==> src/bcc_pkg.sv <==
// Shared types, constants and register codes for the button click classifier.
package bcc_pkg;

	// Number of button slots the 3-bit index can reach
	localparam int BTN_SLOTS = 8;
	localparam int NUM_BUTTONS_DEF = 8;

	// Result queue between classifier and output stage
	localparam int QDEPTH = 2;

	// Field widths
	localparam int IDX_BITS = 3;
	localparam int TIME_BITS = 32;
	localparam int MS_BITS = 16;
	localparam int TALLY_BITS = 3;

	// Event codes
	localparam logic [1:0] EV_NONE = 2'd0;
	localparam logic [1:0] EV_SHORT = 2'd1;
	localparam logic [1:0] EV_DOUBLE = 2'd2;
	localparam logic [1:0] EV_LONG = 2'd3;

	localparam logic [TALLY_BITS-1:0] TALLY_MAX = 3'd7;
	localparam logic [TALLY_BITS-1:0] TALLY_ONE = 3'd1;
	localparam logic [TALLY_BITS-1:0] TALLY_TWO = 3'd2;

	// Configuration register indexes
	localparam logic [1:0] CFG_HOLD_LIMIT = 2'd0;
	localparam logic [1:0] CFG_CLICK_MAX = 2'd1;
	localparam logic [1:0] CFG_DOUBLE_GAP = 2'd2;

	// Reset values of the configuration registers
	localparam logic [MS_BITS-1:0] HOLD_LIMIT_RST = 16'd800;
	localparam logic [MS_BITS-1:0] CLICK_MAX_RST = 16'd300;
	localparam logic [MS_BITS-1:0] DOUBLE_GAP_RST = 16'd400;

	typedef struct packed {
		logic [IDX_BITS-1:0] button_index;
		logic is_pressed;
		logic [TIME_BITS-1:0] now_ms;
	} in_item_t;

	typedef struct packed {
		logic [1:0] event_code;
		logic [IDX_BITS-1:0] event_button;
	} out_item_t;

	typedef struct packed {
		logic [MS_BITS-1:0] hold_limit_ms;
		logic [MS_BITS-1:0] click_max_ms;
		logic [MS_BITS-1:0] double_gap_ms;
	} cfg_t;

	// Front to queue: one result beat
	typedef struct packed {
		logic valid;
		out_item_t data;
	} q_push_t;

	// Queue status seen by both sides
	typedef struct packed {
		logic full;
		logic empty;
	} q_status_t;

endpackage

==> src/bcc_front.sv <==
// Front end: input register, per-button state file and event classification.
module bcc_front #(
	parameter int NUM_BUTTONS = bcc_pkg::NUM_BUTTONS_DEF
) (
	input  logic clk,
	input  logic arst_n,
	input  logic in_valid,
	output logic in_stall,
	input  bcc_pkg::in_item_t in_data,
	input  bcc_pkg::cfg_t cfg,
	output bcc_pkg::q_push_t push,
	input  bcc_pkg::q_status_t qstat
);

	localparam int DEPTH = (NUM_BUTTONS < bcc_pkg::BTN_SLOTS) ? NUM_BUTTONS : bcc_pkg::BTN_SLOTS;
	localparam int IDX_W = (DEPTH > 1) ? $clog2(DEPTH) : 1;

	bcc_pkg::in_item_t item_s1;
	logic valid_s1;
	logic move;

	// Per-button state
	logic [bcc_pkg::TIME_BITS-1:0] press_q [DEPTH];
	logic [bcc_pkg::TIME_BITS-1:0] first_q [DEPTH];
	logic [bcc_pkg::TALLY_BITS-1:0] tally_q [DEPTH];
	logic [DEPTH-1:0] held_q;
	logic [DEPTH-1:0] long_q;
	logic [DEPTH-1:0] pend_q;

	// Selected entry and its next value
	logic [IDX_W-1:0] idx;
	logic in_range;
	logic [bcc_pkg::TIME_BITS-1:0] press_n, first_n;
	logic [bcc_pkg::TALLY_BITS-1:0] tally_n;
	logic held_n, long_n, pend_n;
	logic [1:0] code;

	// Input register: accept when empty or draining into the queue
	assign move = valid_s1 && !qstat.full;
	assign in_stall = valid_s1 && qstat.full;

	always_ff @(posedge clk or negedge arst_n) begin
		if (!arst_n) begin
			valid_s1 <= 1'b0;
		end else if (in_valid && !in_stall) begin
			valid_s1 <= 1'b1;
		end else if (move) begin
			valid_s1 <= 1'b0;
		end
	end

	always_ff @(posedge clk) begin
		if (in_valid && !in_stall) begin
			item_s1 <= in_data;
		end
	end

	assign idx = item_s1.button_index[IDX_W-1:0];
	assign in_range = int'(item_s1.button_index) < NUM_BUTTONS;

	// Classify the held sample against its button's record
	always_comb begin
		logic [bcc_pkg::TIME_BITS-1:0] diff_p;
		logic [bcc_pkg::TIME_BITS-1:0] diff_f;
		logic [bcc_pkg::TALLY_BITS-1:0] t1;
		logic first_set;
		diff_p = item_s1.now_ms - press_q[idx];
		diff_f = item_s1.now_ms - first_q[idx];
		press_n = press_q[idx];
		first_n = first_q[idx];
		tally_n = tally_q[idx];
		held_n = held_q[idx];
		long_n = long_q[idx];
		pend_n = pend_q[idx];
		code = bcc_pkg::EV_NONE;
		t1 = tally_q[idx];
		first_set = 1'b0;
		if (item_s1.is_pressed) begin
			if (!held_q[idx]) begin
				// new press: start timing; elapsed is zero so no long press yet
				press_n = item_s1.now_ms;
				held_n = 1'b1;
				long_n = 1'b0;
			end else if (!long_q[idx] && diff_p > {16'd0, cfg.hold_limit_ms}) begin
				long_n = 1'b1;
				tally_n = '0;
				pend_n = 1'b0;
				code = bcc_pkg::EV_LONG;
			end
		end else begin
			if (held_q[idx]) begin
				held_n = 1'b0;
				if (diff_p < {16'd0, cfg.click_max_ms} && !long_q[idx]) begin
					t1 = (tally_q[idx] == bcc_pkg::TALLY_MAX) ? bcc_pkg::TALLY_MAX
						: tally_q[idx] + 3'd1;
					tally_n = t1;
					if (t1 == bcc_pkg::TALLY_ONE) begin
						first_n = item_s1.now_ms;
						pend_n = 1'b1;
						first_set = 1'b1;
					end else if (t1 == bcc_pkg::TALLY_TWO &&
						diff_f < {16'd0, cfg.double_gap_ms}) begin
						pend_n = 1'b0;
						tally_n = '0;
						code = bcc_pkg::EV_DOUBLE;
					end
				end
			end
			// pending window expiry; a click recorded just now has zero age
			if (pend_n && !first_set && diff_f > {16'd0, cfg.double_gap_ms}) begin
				pend_n = 1'b0;
				if (tally_n == bcc_pkg::TALLY_ONE) begin
					code = bcc_pkg::EV_SHORT;
				end
				tally_n = '0;
			end
		end
		if (!in_range) begin
			code = bcc_pkg::EV_NONE;
		end
	end

	// State file write-back
	always_ff @(posedge clk or negedge arst_n) begin
		if (!arst_n) begin
			for (int i = 0; i < DEPTH; i++) begin
				press_q[i] <= '0;
				first_q[i] <= '0;
				tally_q[i] <= '0;
			end
			held_q <= '0;
			long_q <= '0;
			pend_q <= '0;
		end else if (move && in_range) begin
			press_q[idx] <= press_n;
			first_q[idx] <= first_n;
			tally_q[idx] <= tally_n;
			held_q[idx] <= held_n;
			long_q[idx] <= long_n;
			pend_q[idx] <= pend_n;
		end
	end

	// Result beat into the queue
	always_comb begin
		push.valid = move;
		push.data.event_code = code;
		push.data.event_button = (code != bcc_pkg::EV_NONE) ? item_s1.button_index : '0;
	end

	// An ignored index never yields an event
	a_range_none: assert property (@(posedge clk) disable iff (!arst_n)
		push.valid && !in_range |-> push.data.event_code == bcc_pkg::EV_NONE)
		else $error("event on out-of-range button");

	// A long press marks the button as reported
	a_long_mark: assert property (@(posedge clk) disable iff (!arst_n)
		push.valid && push.data.event_code == bcc_pkg::EV_LONG
		|=> long_q[$past(idx)] && !pend_q[$past(idx)])
		else $error("long press not recorded");

	// A double click leaves the button with no pending click and zero tally
	a_double_clear: assert property (@(posedge clk) disable iff (!arst_n)
		push.valid && push.data.event_code == bcc_pkg::EV_DOUBLE
		|=> !pend_q[$past(idx)] && tally_q[$past(idx)] == '0)
		else $error("double click left state behind");

endmodule

==> src/bcc_queue.sv <==
// Short result queue between the classifier and the output stage.
module bcc_queue (
	input  logic clk,
	input  logic arst_n,
	input  bcc_pkg::q_push_t push,
	input  logic pop,
	output bcc_pkg::out_item_t head,
	output bcc_pkg::q_status_t qstat
);

	localparam int PTR_W = (bcc_pkg::QDEPTH > 1) ? $clog2(bcc_pkg::QDEPTH) : 1;
	localparam int CNT_W = $clog2(bcc_pkg::QDEPTH + 1);

	bcc_pkg::out_item_t mem [bcc_pkg::QDEPTH];
	logic [PTR_W-1:0] wr_q, rd_q;
	logic [CNT_W-1:0] count_q;
	logic do_push, do_pop;

	assign qstat.full = count_q == CNT_W'(bcc_pkg::QDEPTH);
	assign qstat.empty = count_q == '0;
	assign do_push = push.valid && !qstat.full;
	assign do_pop = pop && !qstat.empty;
	assign head = mem[rd_q];

	// Pointers and fill count
	always_ff @(posedge clk or negedge arst_n) begin
		if (!arst_n) begin
			wr_q <= '0;
			rd_q <= '0;
			count_q <= '0;
		end else begin
			if (do_push) begin
				wr_q <= (wr_q == PTR_W'(bcc_pkg::QDEPTH - 1)) ? '0 : wr_q + 1'b1;
			end
			if (do_pop) begin
				rd_q <= (rd_q == PTR_W'(bcc_pkg::QDEPTH - 1)) ? '0 : rd_q + 1'b1;
			end
			if (do_push && !do_pop) begin
				count_q <= count_q + 1'b1;
			end else if (do_pop && !do_push) begin
				count_q <= count_q - 1'b1;
			end
		end
	end

	// Storage
	always_ff @(posedge clk) begin
		if (do_push) begin
			mem[wr_q] <= push.data;
		end
	end

	// The front never offers a beat the queue cannot take
	a_no_overflow: assert property (@(posedge clk) disable iff (!arst_n)
		push.valid |-> !qstat.full)
		else $error("push into full queue");

endmodule

==> src/bcc_back.sv <==
// Back end: output register that drains the result queue.
module bcc_back (
	input  logic clk,
	input  logic arst_n,
	input  bcc_pkg::out_item_t head,
	input  bcc_pkg::q_status_t qstat,
	output logic pop,
	output logic out_valid,
	input  logic out_stall,
	output bcc_pkg::out_item_t out_data
);

	logic valid_q;
	bcc_pkg::out_item_t data_q;

	// Load a new beat when the register is empty or being taken
	assign pop = !qstat.empty && (!valid_q || !out_stall);

	always_ff @(posedge clk or negedge arst_n) begin
		if (!arst_n) begin
			valid_q <= 1'b0;
		end else if (pop) begin
			valid_q <= 1'b1;
		end else if (!out_stall) begin
			valid_q <= 1'b0;
		end
	end

	always_ff @(posedge clk) begin
		if (pop) begin
			data_q <= head;
		end
	end

	assign out_valid = valid_q;
	assign out_data = data_q;

endmodule

==> src/button_click_classifier_top.sv <==
// Top level of the button click classifier: configuration registers and datapath.
//
// Each accepted scan beat (button index, pressed level, millisecond time) yields
// exactly one result beat: short click, double click, long press, or none, in
// scan order. One beat per cycle is sustained in both directions while out_stall
// is low; each result passes through the input register, the two-entry result
// queue and the output register. Per-button state is read, updated and written
// back in the input stage as each scan leaves it, so consecutive scans of the
// same button need no forwarding. Indexes at or above NUM_BUTTONS give no event
// and leave state alone. Configuration writes are always ready and take effect
// for the next classified scan; indexes beyond the third are ignored.
module button_click_classifier_top #(
	parameter int NUM_BUTTONS = bcc_pkg::NUM_BUTTONS_DEF
) (
	input  logic clk,
	input  logic arst_n,
	input  logic in_valid,
	output logic in_stall,
	input  bcc_pkg::in_item_t in_data,
	output logic out_valid,
	input  logic out_stall,
	output bcc_pkg::out_item_t out_data,
	input  logic cfg_valid,
	output logic cfg_ready,
	input  logic [1:0] cfg_index,
	input  logic [bcc_pkg::MS_BITS-1:0] cfg_data
);

	bcc_pkg::cfg_t cfg_q;
	bcc_pkg::q_push_t push;
	bcc_pkg::q_status_t qstat;
	bcc_pkg::out_item_t head;
	logic pop;

	assign cfg_ready = 1'b1;

	// Configuration registers
	always_ff @(posedge clk or negedge arst_n) begin
		if (!arst_n) begin
			cfg_q.hold_limit_ms <= bcc_pkg::HOLD_LIMIT_RST;
			cfg_q.click_max_ms <= bcc_pkg::CLICK_MAX_RST;
			cfg_q.double_gap_ms <= bcc_pkg::DOUBLE_GAP_RST;
		end else if (cfg_valid && cfg_ready) begin
			case (cfg_index)
				bcc_pkg::CFG_HOLD_LIMIT: cfg_q.hold_limit_ms <= cfg_data;
				bcc_pkg::CFG_CLICK_MAX: cfg_q.click_max_ms <= cfg_data;
				bcc_pkg::CFG_DOUBLE_GAP: cfg_q.double_gap_ms <= cfg_data;
				default: ;
			endcase
		end
	end

	bcc_front #(
		.NUM_BUTTONS(NUM_BUTTONS)
	) u_front (
		.clk(clk),
		.arst_n(arst_n),
		.in_valid(in_valid),
		.in_stall(in_stall),
		.in_data(in_data),
		.cfg(cfg_q),
		.push(push),
		.qstat(qstat)
	);

	bcc_queue u_queue (
		.clk(clk),
		.arst_n(arst_n),
		.push(push),
		.pop(pop),
		.head(head),
		.qstat(qstat)
	);

	bcc_back u_back (
		.clk(clk),
		.arst_n(arst_n),
		.head(head),
		.qstat(qstat),
		.pop(pop),
		.out_valid(out_valid),
		.out_stall(out_stall),
		.out_data(out_data)
	);

endmodule

==> config.mk <==
export PLATFORM = sky130hd
export DESIGN_NAME = button_click_classifier_top
export DESIGN_NICKNAME = d
export VERILOG_FILES = /design/src/bcc_pkg.sv /design/src/bcc_front.sv /design/src/bcc_queue.sv /design/src/bcc_back.sv /design/src/button_click_classifier_top.sv
export SDC_FILE = /design/constraint.sdc
export NUM_CORES = 1
export LEC_CHECK = 0
export BUFFER_PORTS_ARGS = -buffer_cell sky130_fd_sc_hd__buf_2
export CAP_MARGIN = 20
export CORE_MARGIN = 1.5
export CORE_UTILIZATION = 55
export CTS_CLUSTER_SIZE = 28
export DETAILED_ROUTE_END_ITERATION = 6
export MAX_ROUTING_LAYER = met4
export PLACE_DENSITY_LB_ADDON = 0.05
export SETUP_SLACK_MARGIN = 0.5
export SLEW_MARGIN = 5
export SYNTH_ARGS = -nofsm -noshare
export SYNTH_HDL_FRONTEND = slang
export SYNTH_SLANG_ARGS = --single-unit
==> constraint.sdc <==
create_clock -name clk -period 7.6 [get_ports clk]
set_clock_uncertainty 0.05 [all_clocks]
set_input_delay 0.38 -clock clk [delete_from_list [all_inputs] [get_ports clk]]
set_output_delay 0.38 -clock clk [all_outputs]
set_load 0.01 [all_outputs]
==> results of run 1 <==
[cell type report]
class,count,area [um^2],area share
Multi-Input combinational cell,2397,14700,0.399
Sequential cell,665,16900,0.458
Inverter,68,255,0.00691
Tap cell,773,967,0.0262
Timing Repair Buffer,214,1710,0.0463
Antenna cell,1,2.50,0.0000678
Clock buffer,112,2080,0.0564
Clock inverter,17,265,0.00718
[kinds of logic after synthesis]
| kind of cell | Yosys count |
|---|---|
| fa+ha+maj | 115 |
| simple gates | 989 |
| flops | 665 |
| compound gates | 1147 |
| mux | 95 |
| other cells | 1 |
| buf+inv | 305 |
| xor+xnor | 47 |
[cells in the mapped netlist (11+ instances only)]
cell      number  area (um^2)
o21a_1        19          143
o21ai_0      359         1800
o211ai_1      15          113
o21ai_1      244         1220
nor2_1        65          244
xor2_1        20          175
nand3_1       22          110
buf_2         11         55.1
a22oi_1      211         1580
a31oi_1       11         68.8
mux2i_1       12          120
nand2b_1      11         68.8
a211oi_1      12         90.1
nor3_1        19         95.1
mux2_2        79          890
a21o_1        63          473
ha_1         113         1410
nand2_1      667         2500
and2_1        11         68.8
nor2b_1       13         81.3
nor4_1        39          244
a21oi_1       72          360
xnor2_1       27          236
a221oi_1      30          263
dfrtp_1      604        15100
edfxtp_1      51         1530
nand4_1       29          181
a22o_1        28          245
and3_1        30          188
clkbuf_1     209          785
inv_1         67          251
and4_1        42          368
[power by group]
| part | switching (W) | internal [W] |
|---|---|---|
| Combinational | 0.00278 | 0.00155 |
| Sequential | 0.000518 | 0.00444 |
| Clock | 0.00147 | 0.00201 |
[worst paths after layout]
kind / end / slack, ps / cells past startpoint
min in group asynchronous: u_front.first_q[112] / 360 / 2
max in group asynchronous: u_back.out_valid / 5350 / 4
worst max-delay path: u_front.tally_q[23] / 690 / 24
worst min-delay path: cfg_q[32] / 20 / 2
worst max register to register: u_front.tally_q[23] / 690 / 24
worst min register to register: u_front.press_q[42] / 430 / 2
[registers in the layout (all words and copies together), names as in the netlist]
name and cells:
u_front.press_q 256, u_queue.rd_q 1, u_front.idx 3, u_front.long_q 8
u_front.held_q 8, u_front.pend_q 8, u_front.valid_s1 1, u_queue.count_q 2
u_front.item_s1 33, cfg_q 48, u_front.tally_q 24, u_back.out_data 5
u_front.first_q 256, u_queue.wr_q 1, u_queue.mem 10, u_back.out_valid 1
[critical path: cells and delay by family (launching register included)]
family                     cells  cell delay (ps)
and+or+nand+nor                7             2510
AOI/OAI and AO/OA             10             1980
adders and majority gates      3             1000
xor gates and xnor gates       1              230
buffers and inverters          2              440
muxes                          1              200
DFF                            1              400
[stage by stage]
stage	instances	total power, W	utilization	worst slack (ps)
floorplan	3364	0.00776	-	1060
finish	4247	0.0128	0.628	685
CTS	4230	0.0127	0.625	534
detailed placement	4037	0.00919	0.574	52.5
global placement	4036	0.00907	0.574	199
global route	4247	0.0135	0.628	494
[what timing repair did]
action                                 CTS  global route
setup buffers                            8            14
setup endpoints to repair               30           294
hold buffers                            54             0
pin swaps                                1             7
endpoints found under the hold margin  179             0
gates cloned                             2             2
gates resized for setup                  7             9
[layer usage]
layer | vias up | track usage
met5 | - | -
met4 | 0 | 0.119
met3 | 189 | 0.0488
met2 | 992 | 0.557
met1 | 13400 | 0.477
li1 | 12300 | -
==> flow_metrics.py, run 1 <==
metrics = {
    "die": {
        "start_util": 0.555,
        "die_h_um": 247,
        "core_area_um2": 58800,
        "die_x_um": 247,
        "die_area_um2": 60800,
        "io_pins": 67,
        "rows": 89,
    },
    "placed_design": {
        "dp_hpwl_mm": 66.1,
        "io_buffers": 65,
        "place_area_um2": 33800,
        "gp_congestion": 0.980,
    },
    "synthesis": {
        "ys.warnings.count": 0,
        "yosysSeqAreaShare": 0.518,
        "synthArstFlopShare": 0.923,
        "synth-compound-area-share": 0.218,
        "syn_inst": 3364,
        "avgSynthCellArea_um2": 9.70,
        "ys_ff_latch": 665,
        "synthMuxAreaShare": 0.0334,
        "syn_area_um2": 32600,
        "yosys.area_share.simple": 0.137,
        "synth_fa_ha_area_frac": 0.0445,
        "synth_top_family_by_area": "compound AO/OA/AOI/OAI gates",
        "synth_edf_count": 51,
        "synth-main-ff-cell": "dfrtp_1",
        "ys_types": 85,
        "syn_nets": 3538,
        "synth-xor-area-share": 0.0126,
    },
    "clock_tree": {
        "insertion_delay_ps": 630,
        "numClockSinks": 665,
        "clkTransAtPathRegs_ps": 60,
        "htree_levels": 3,
        "cts_buffers": 71,
        "clk_path_buf_depth": 3,
        "cts_tree": "yes",
        "root_buffer": "clkbuf_16",
    },
    "global_routing": {
        "grt_pass1_wl_mm": 159,
        "antenna_found_initial": 1,
        "grt_pass1_vias": 26000,
        "track_usage": 0.355,
        "grt_max_degree": 175,
        "grt-ovfl-total": 0,
    },
    "route": {
        "vias": 26900,
        "m1WireLength_mm": 45.4,
        "vias_per_cell": 6.34,
        "wire_per_inst_um": 24.5,
        "drtIter0Drc": 2394,
        "drtPass1Iterations": 7,
        "antenna_left": 0,
        "wirelength_mm": 104,
        "drc": 0,
        "routed.top_layer": "met4",
        "wl_met3_mm": 6.52,
        "wl_met2_mm": 48.9,
    },
    "critical_path": {
        "critical_path_class": "flip-flop to flip-flop",
        "critical_path_arrival_ps": 7430,
        "cp-end-kind": "flip-flop",
        "cp-startpoint": "u_front.idx[1]",
        "cp_slowest_stage_delay_ps": 660,
        "cp.required_ps": 8120,
        "r2r-start": "u_front.idx[1]",
        "setup.worst_path.start_class": "flip-flop",
        "path_cells": "buf_4 > and3_4 > buf_4 > a22oi_1 > nand4_1 > ha_1 > fa_1 > nand2b_1 > a21oi_1 > or2_2 > a31oi_1 > o21ai_1 > xor2_1 > ha_1 > a21o_1 > a21oi_1 > o211ai_1 > o22ai_1 > o211ai_1 > or4_1 > and2_1 > or4b_1 > a21oi_4 > mux2_2",
        "cp_max_fo": 15,
        "slowest_stage": "or4_1",
    },
    "power_and_ir_drop": {
        "leakage_nw": 15.9,
        "p_per_area_nw_per_um2": 346,
        "ir_drop_uv": 288,
    },
    "timing": {
        "max_slew.worst_pin.slew_ps": 1160,
        "hold_viol_final": 0,
        "slew_viol_final": 0,
        "hold-worst-slack_ps": 16.4,
        "slew_headroom": 0.228,
        "setup_viol": 0,
        "rsz0062_at_grt": "no",
        "period_needed_ps": 6910,
        "fmax_ghz": 0.145,
        "fin_crit_sh": 0.910,
        "finalSetupTns_ps": 0,
    },
    "final_layout": {
        "layout_commonest_cell": "nand2_1",
        "fin_nets": 3591,
        "final_cell_mix": "nand2_1, dfrtp_1, o21ai_0",
        "areaGrowthSynthToFinish_pct": 13.1,
        "drive_gt1_frac": 0.117,
        "post-route-cell-area_um2": 36900,
        "n_fill_cell": 4900,
    },
    "hold_path": {
        "hp-class": "primary input to flip-flop",
        "hp-start": "cfg_data[0]",
    },
    "run": {
        "cap_violations": 0,
    },
    "outcome": {
        "status": "finished clean",
    },
}
Power figures use the tool's default switching activity.
==> inputs of run 2 (changes only) <==
==> constraint.sdc (replaced) <==
create_clock -name clk -period 7.4 [get_ports clk]
set_clock_uncertainty 0.05 [all_clocks]
set_input_delay 0.37 -clock clk [delete_from_list [all_inputs] [get_ports clk]]
set_output_delay 0.37 -clock clk [all_outputs]
set_load 0.01 [all_outputs]
==> run 2 against run 1 <==
Against the previous run: core utilization rose by 0.48 points; flip-flop and latch count stayed put; maximum frequency increased by 1.9%; setup slack lost 69 ps; final cell count decreased by 0.14%; critical path type unchanged; largest cell class unchanged.
==> flow_metrics.py, run 2 (synthesis results as in run 1) <==
metrics = {
    "outcome": {
        "status": "finished clean",
    },
    "power_and_ir_drop": {
        "ir_drop_uv": 300,
        "leakage_nw": 15.9,
        "p_per_area_nw_per_um2": 356,
    },
    "die": {
        "core_area_um2": 58800,
        "start_util": 0.555,
        "io_pins": 67,
        "rows": 89,
        "die_h_um": 247,
        "die_area_um2": 60800,
        "die_x_um": 247,
    },
    "final_layout": {
        "post-route-cell-area_um2": 37200,
        "n_fill_cell": 4811,
        "final_core_util": 0.633,
        "layout_commonest_cell": "nand2_1",
        "areaGrowthSynthToFinish_pct": 14.0,
        "drive_gt1_frac": 0.122,
        "top_regs": "u_front.first_q: 256 flops, u_front.press_q: 256 flops, cfg_q: 48 flops",
        "fin_nets": 3590,
        "diodes": 0,
        "final_cell_mix": "nand2_1, dfrtp_1, o21ai_0",
    },
    "timing": {
        "final.setup.worst_slack_ps": 616,
        "fin_crit_sh": 0.917,
        "slew_headroom": 0.266,
        "setup_viol": 0,
        "slew_viol_final": 0,
        "max_slew.worst_pin.slew_ps": 1100,
        "rsz0062_at_grt": "yes",
        "fmax_ghz": 0.147,
        "period_needed_ps": 6780,
        "finalSetupTns_ps": 0,
        "hold_viol_final": 0,
    },
    "critical_path": {
        "timing.rr.end": "u_front.first_q[71]",
        "critical_path_arrival_ps": 7200,
        "cp_max_fo": 21,
        "cp.required_ps": 7820,
        "critical_path_class": "flip-flop to flip-flop",
        "cp_common_cell": "buf_4",
        "slowest_stage": "edfxtp_1",
        "crit_family": "compound AO/OA/AOI/OAI gates",
        "reg2reg_slack_ps": 620,
        "cp-end-kind": "flip-flop",
        "path_depth": 23,
        "cp_slowest_stage_delay_ps": 510,
        "setup.worst_path.start_class": "flip-flop",
        "r2r-start": "u_front.idx[0]",
        "cp_num_buf_inv": 5,
        "path_cells": "buf_4 > nor3_4 > buf_4 > buf_4 > buf_6 > a22oi_1 > and3_1 > ha_1 > o2111ai_1 > a211oi_2 > nor2_1 > o21bai_1 > xor2_1 > ha_1 > a21o_1 > a21o_1 > a2111oi_0 > o41ai_1 > or3_1 > buf_4 > nor4_1 > a21o_1 > o21ai_1",
        "rr_worst_depth": 23,
    },
    "hold_path": {
        "hp-start": "cfg_data[15]",
        "hp-class": "primary input to flip-flop",
        "holdPathStages": 3,
        "min_to": "cfg_q[47]",
    },
    "route": {
        "vias": 26600,
        "antenna_left": 0,
        "drtPass1Iterations": 7,
        "drc": 0,
        "wirelength_mm": 104,
        "vias_per_cell": 6.28,
        "wire_per_inst_um": 24.5,
        "drtIter0Drc": 2354,
    },
    "global_routing": {
        "grt_pass1_vias": 26400,
        "grt-ovfl-total": 0,
        "antenna_found_initial": 2,
        "grt_pass1_wl_mm": 159,
        "track_usage": 0.356,
        "grt_max_degree": 182,
    },
    "clock_tree": {
        "clkTransAtPathRegs_ps": 60,
        "cts_buffers": 73,
        "insertion_delay_ps": 640,
        "htree_levels": 3,
        "clk_path_buf_depth": 3,
        "cts_tree": "yes",
        "numClockSinks": 665,
        "root_buffer": "clkbuf_16",
    },
    "placed_design": {
        "io_buffers": 65,
        "dp_hpwl_mm": 66.1,
        "place_area_um2": 33800,
        "gp_congestion": 0.984,
        "dp_slack_ps": 134,
    },
    "run": {
        "cap_violations": 0,
    },
}
-- run 2: where the power goes --
part	switching, W	total (W)	internal (W)
clock	0.00154	0.00368	0.00214
combinational	0.00285	0.00447	0.00162
sequential	0.000541	0.00510	0.00456
total	0.00494	0.0133	0.00832
-- run 2: what timing repair did --
item	CTS	global route
endpoints found under the setup margin	51	294
setup buffers	9	17
cloned	1	2
hold buffers	54	0
pin swaps	1	9
gates resized for setup	7	28
endpoints found under the hold margin	172	0
-- run 2: tightest hold or removal path: stages --
cell	delay [ps]
buf_2	150
nand2_1	70
o21ai_0	80
-- run 2: per-layer routing --
metal	vias to the layer above	share of wire	global-route usage	wire [um]
li1	12300	-	-	-
met1	13300	0.43	0.470	44800
met2	875	0.48	0.564	49400
met3	201	0.060	0.0560	6210
met4	0	0.032	0.113	3290
met5	-	0	-	0
-- run 2: worst max-delay path by stage --
stage                         from              endpoint  slack (ps)
floorplan           u_front.idx[0]   u_front.tally_q[11]         860
detailed placement  u_front.idx[1]   u_front.tally_q[20]         130
global route        u_front.idx[0]   u_front.first_q[71]         470
CTS                 u_front.idx[2]  u_front.first_q[203]         500
global placement    u_front.idx[1]   u_front.tally_q[17]         200
finish              u_front.idx[0]   u_front.first_q[71]         620
-- run 2: stage by stage --
step / instances / hold WS [ps] / power [W]
after detailed placement: 4030 / 417 / 0.00945
final: 4241 / 54.6 / 0.0133
after global routing: 4241 / 47.1 / 0.0140
after CTS: 4221 / 25.3 / 0.0132
after global placement: 4030 / 399 / 0.00930
after floorplan: 3364 / 24.4 / 0.00797
-- run 2: layout make-up --
class                           instances  area [um^2]  share of cell area
Sequential cell                       665        16900               0.454
Timing Repair Buffer                  213         1830              0.0492
Multi-Input combinational cell       2395        14800               0.398
Tap cell                              773          967              0.0260
Clock buffer                          110         2200              0.0591
Inverter                               68          255             0.00686
Clock inverter                         17          238             0.00639
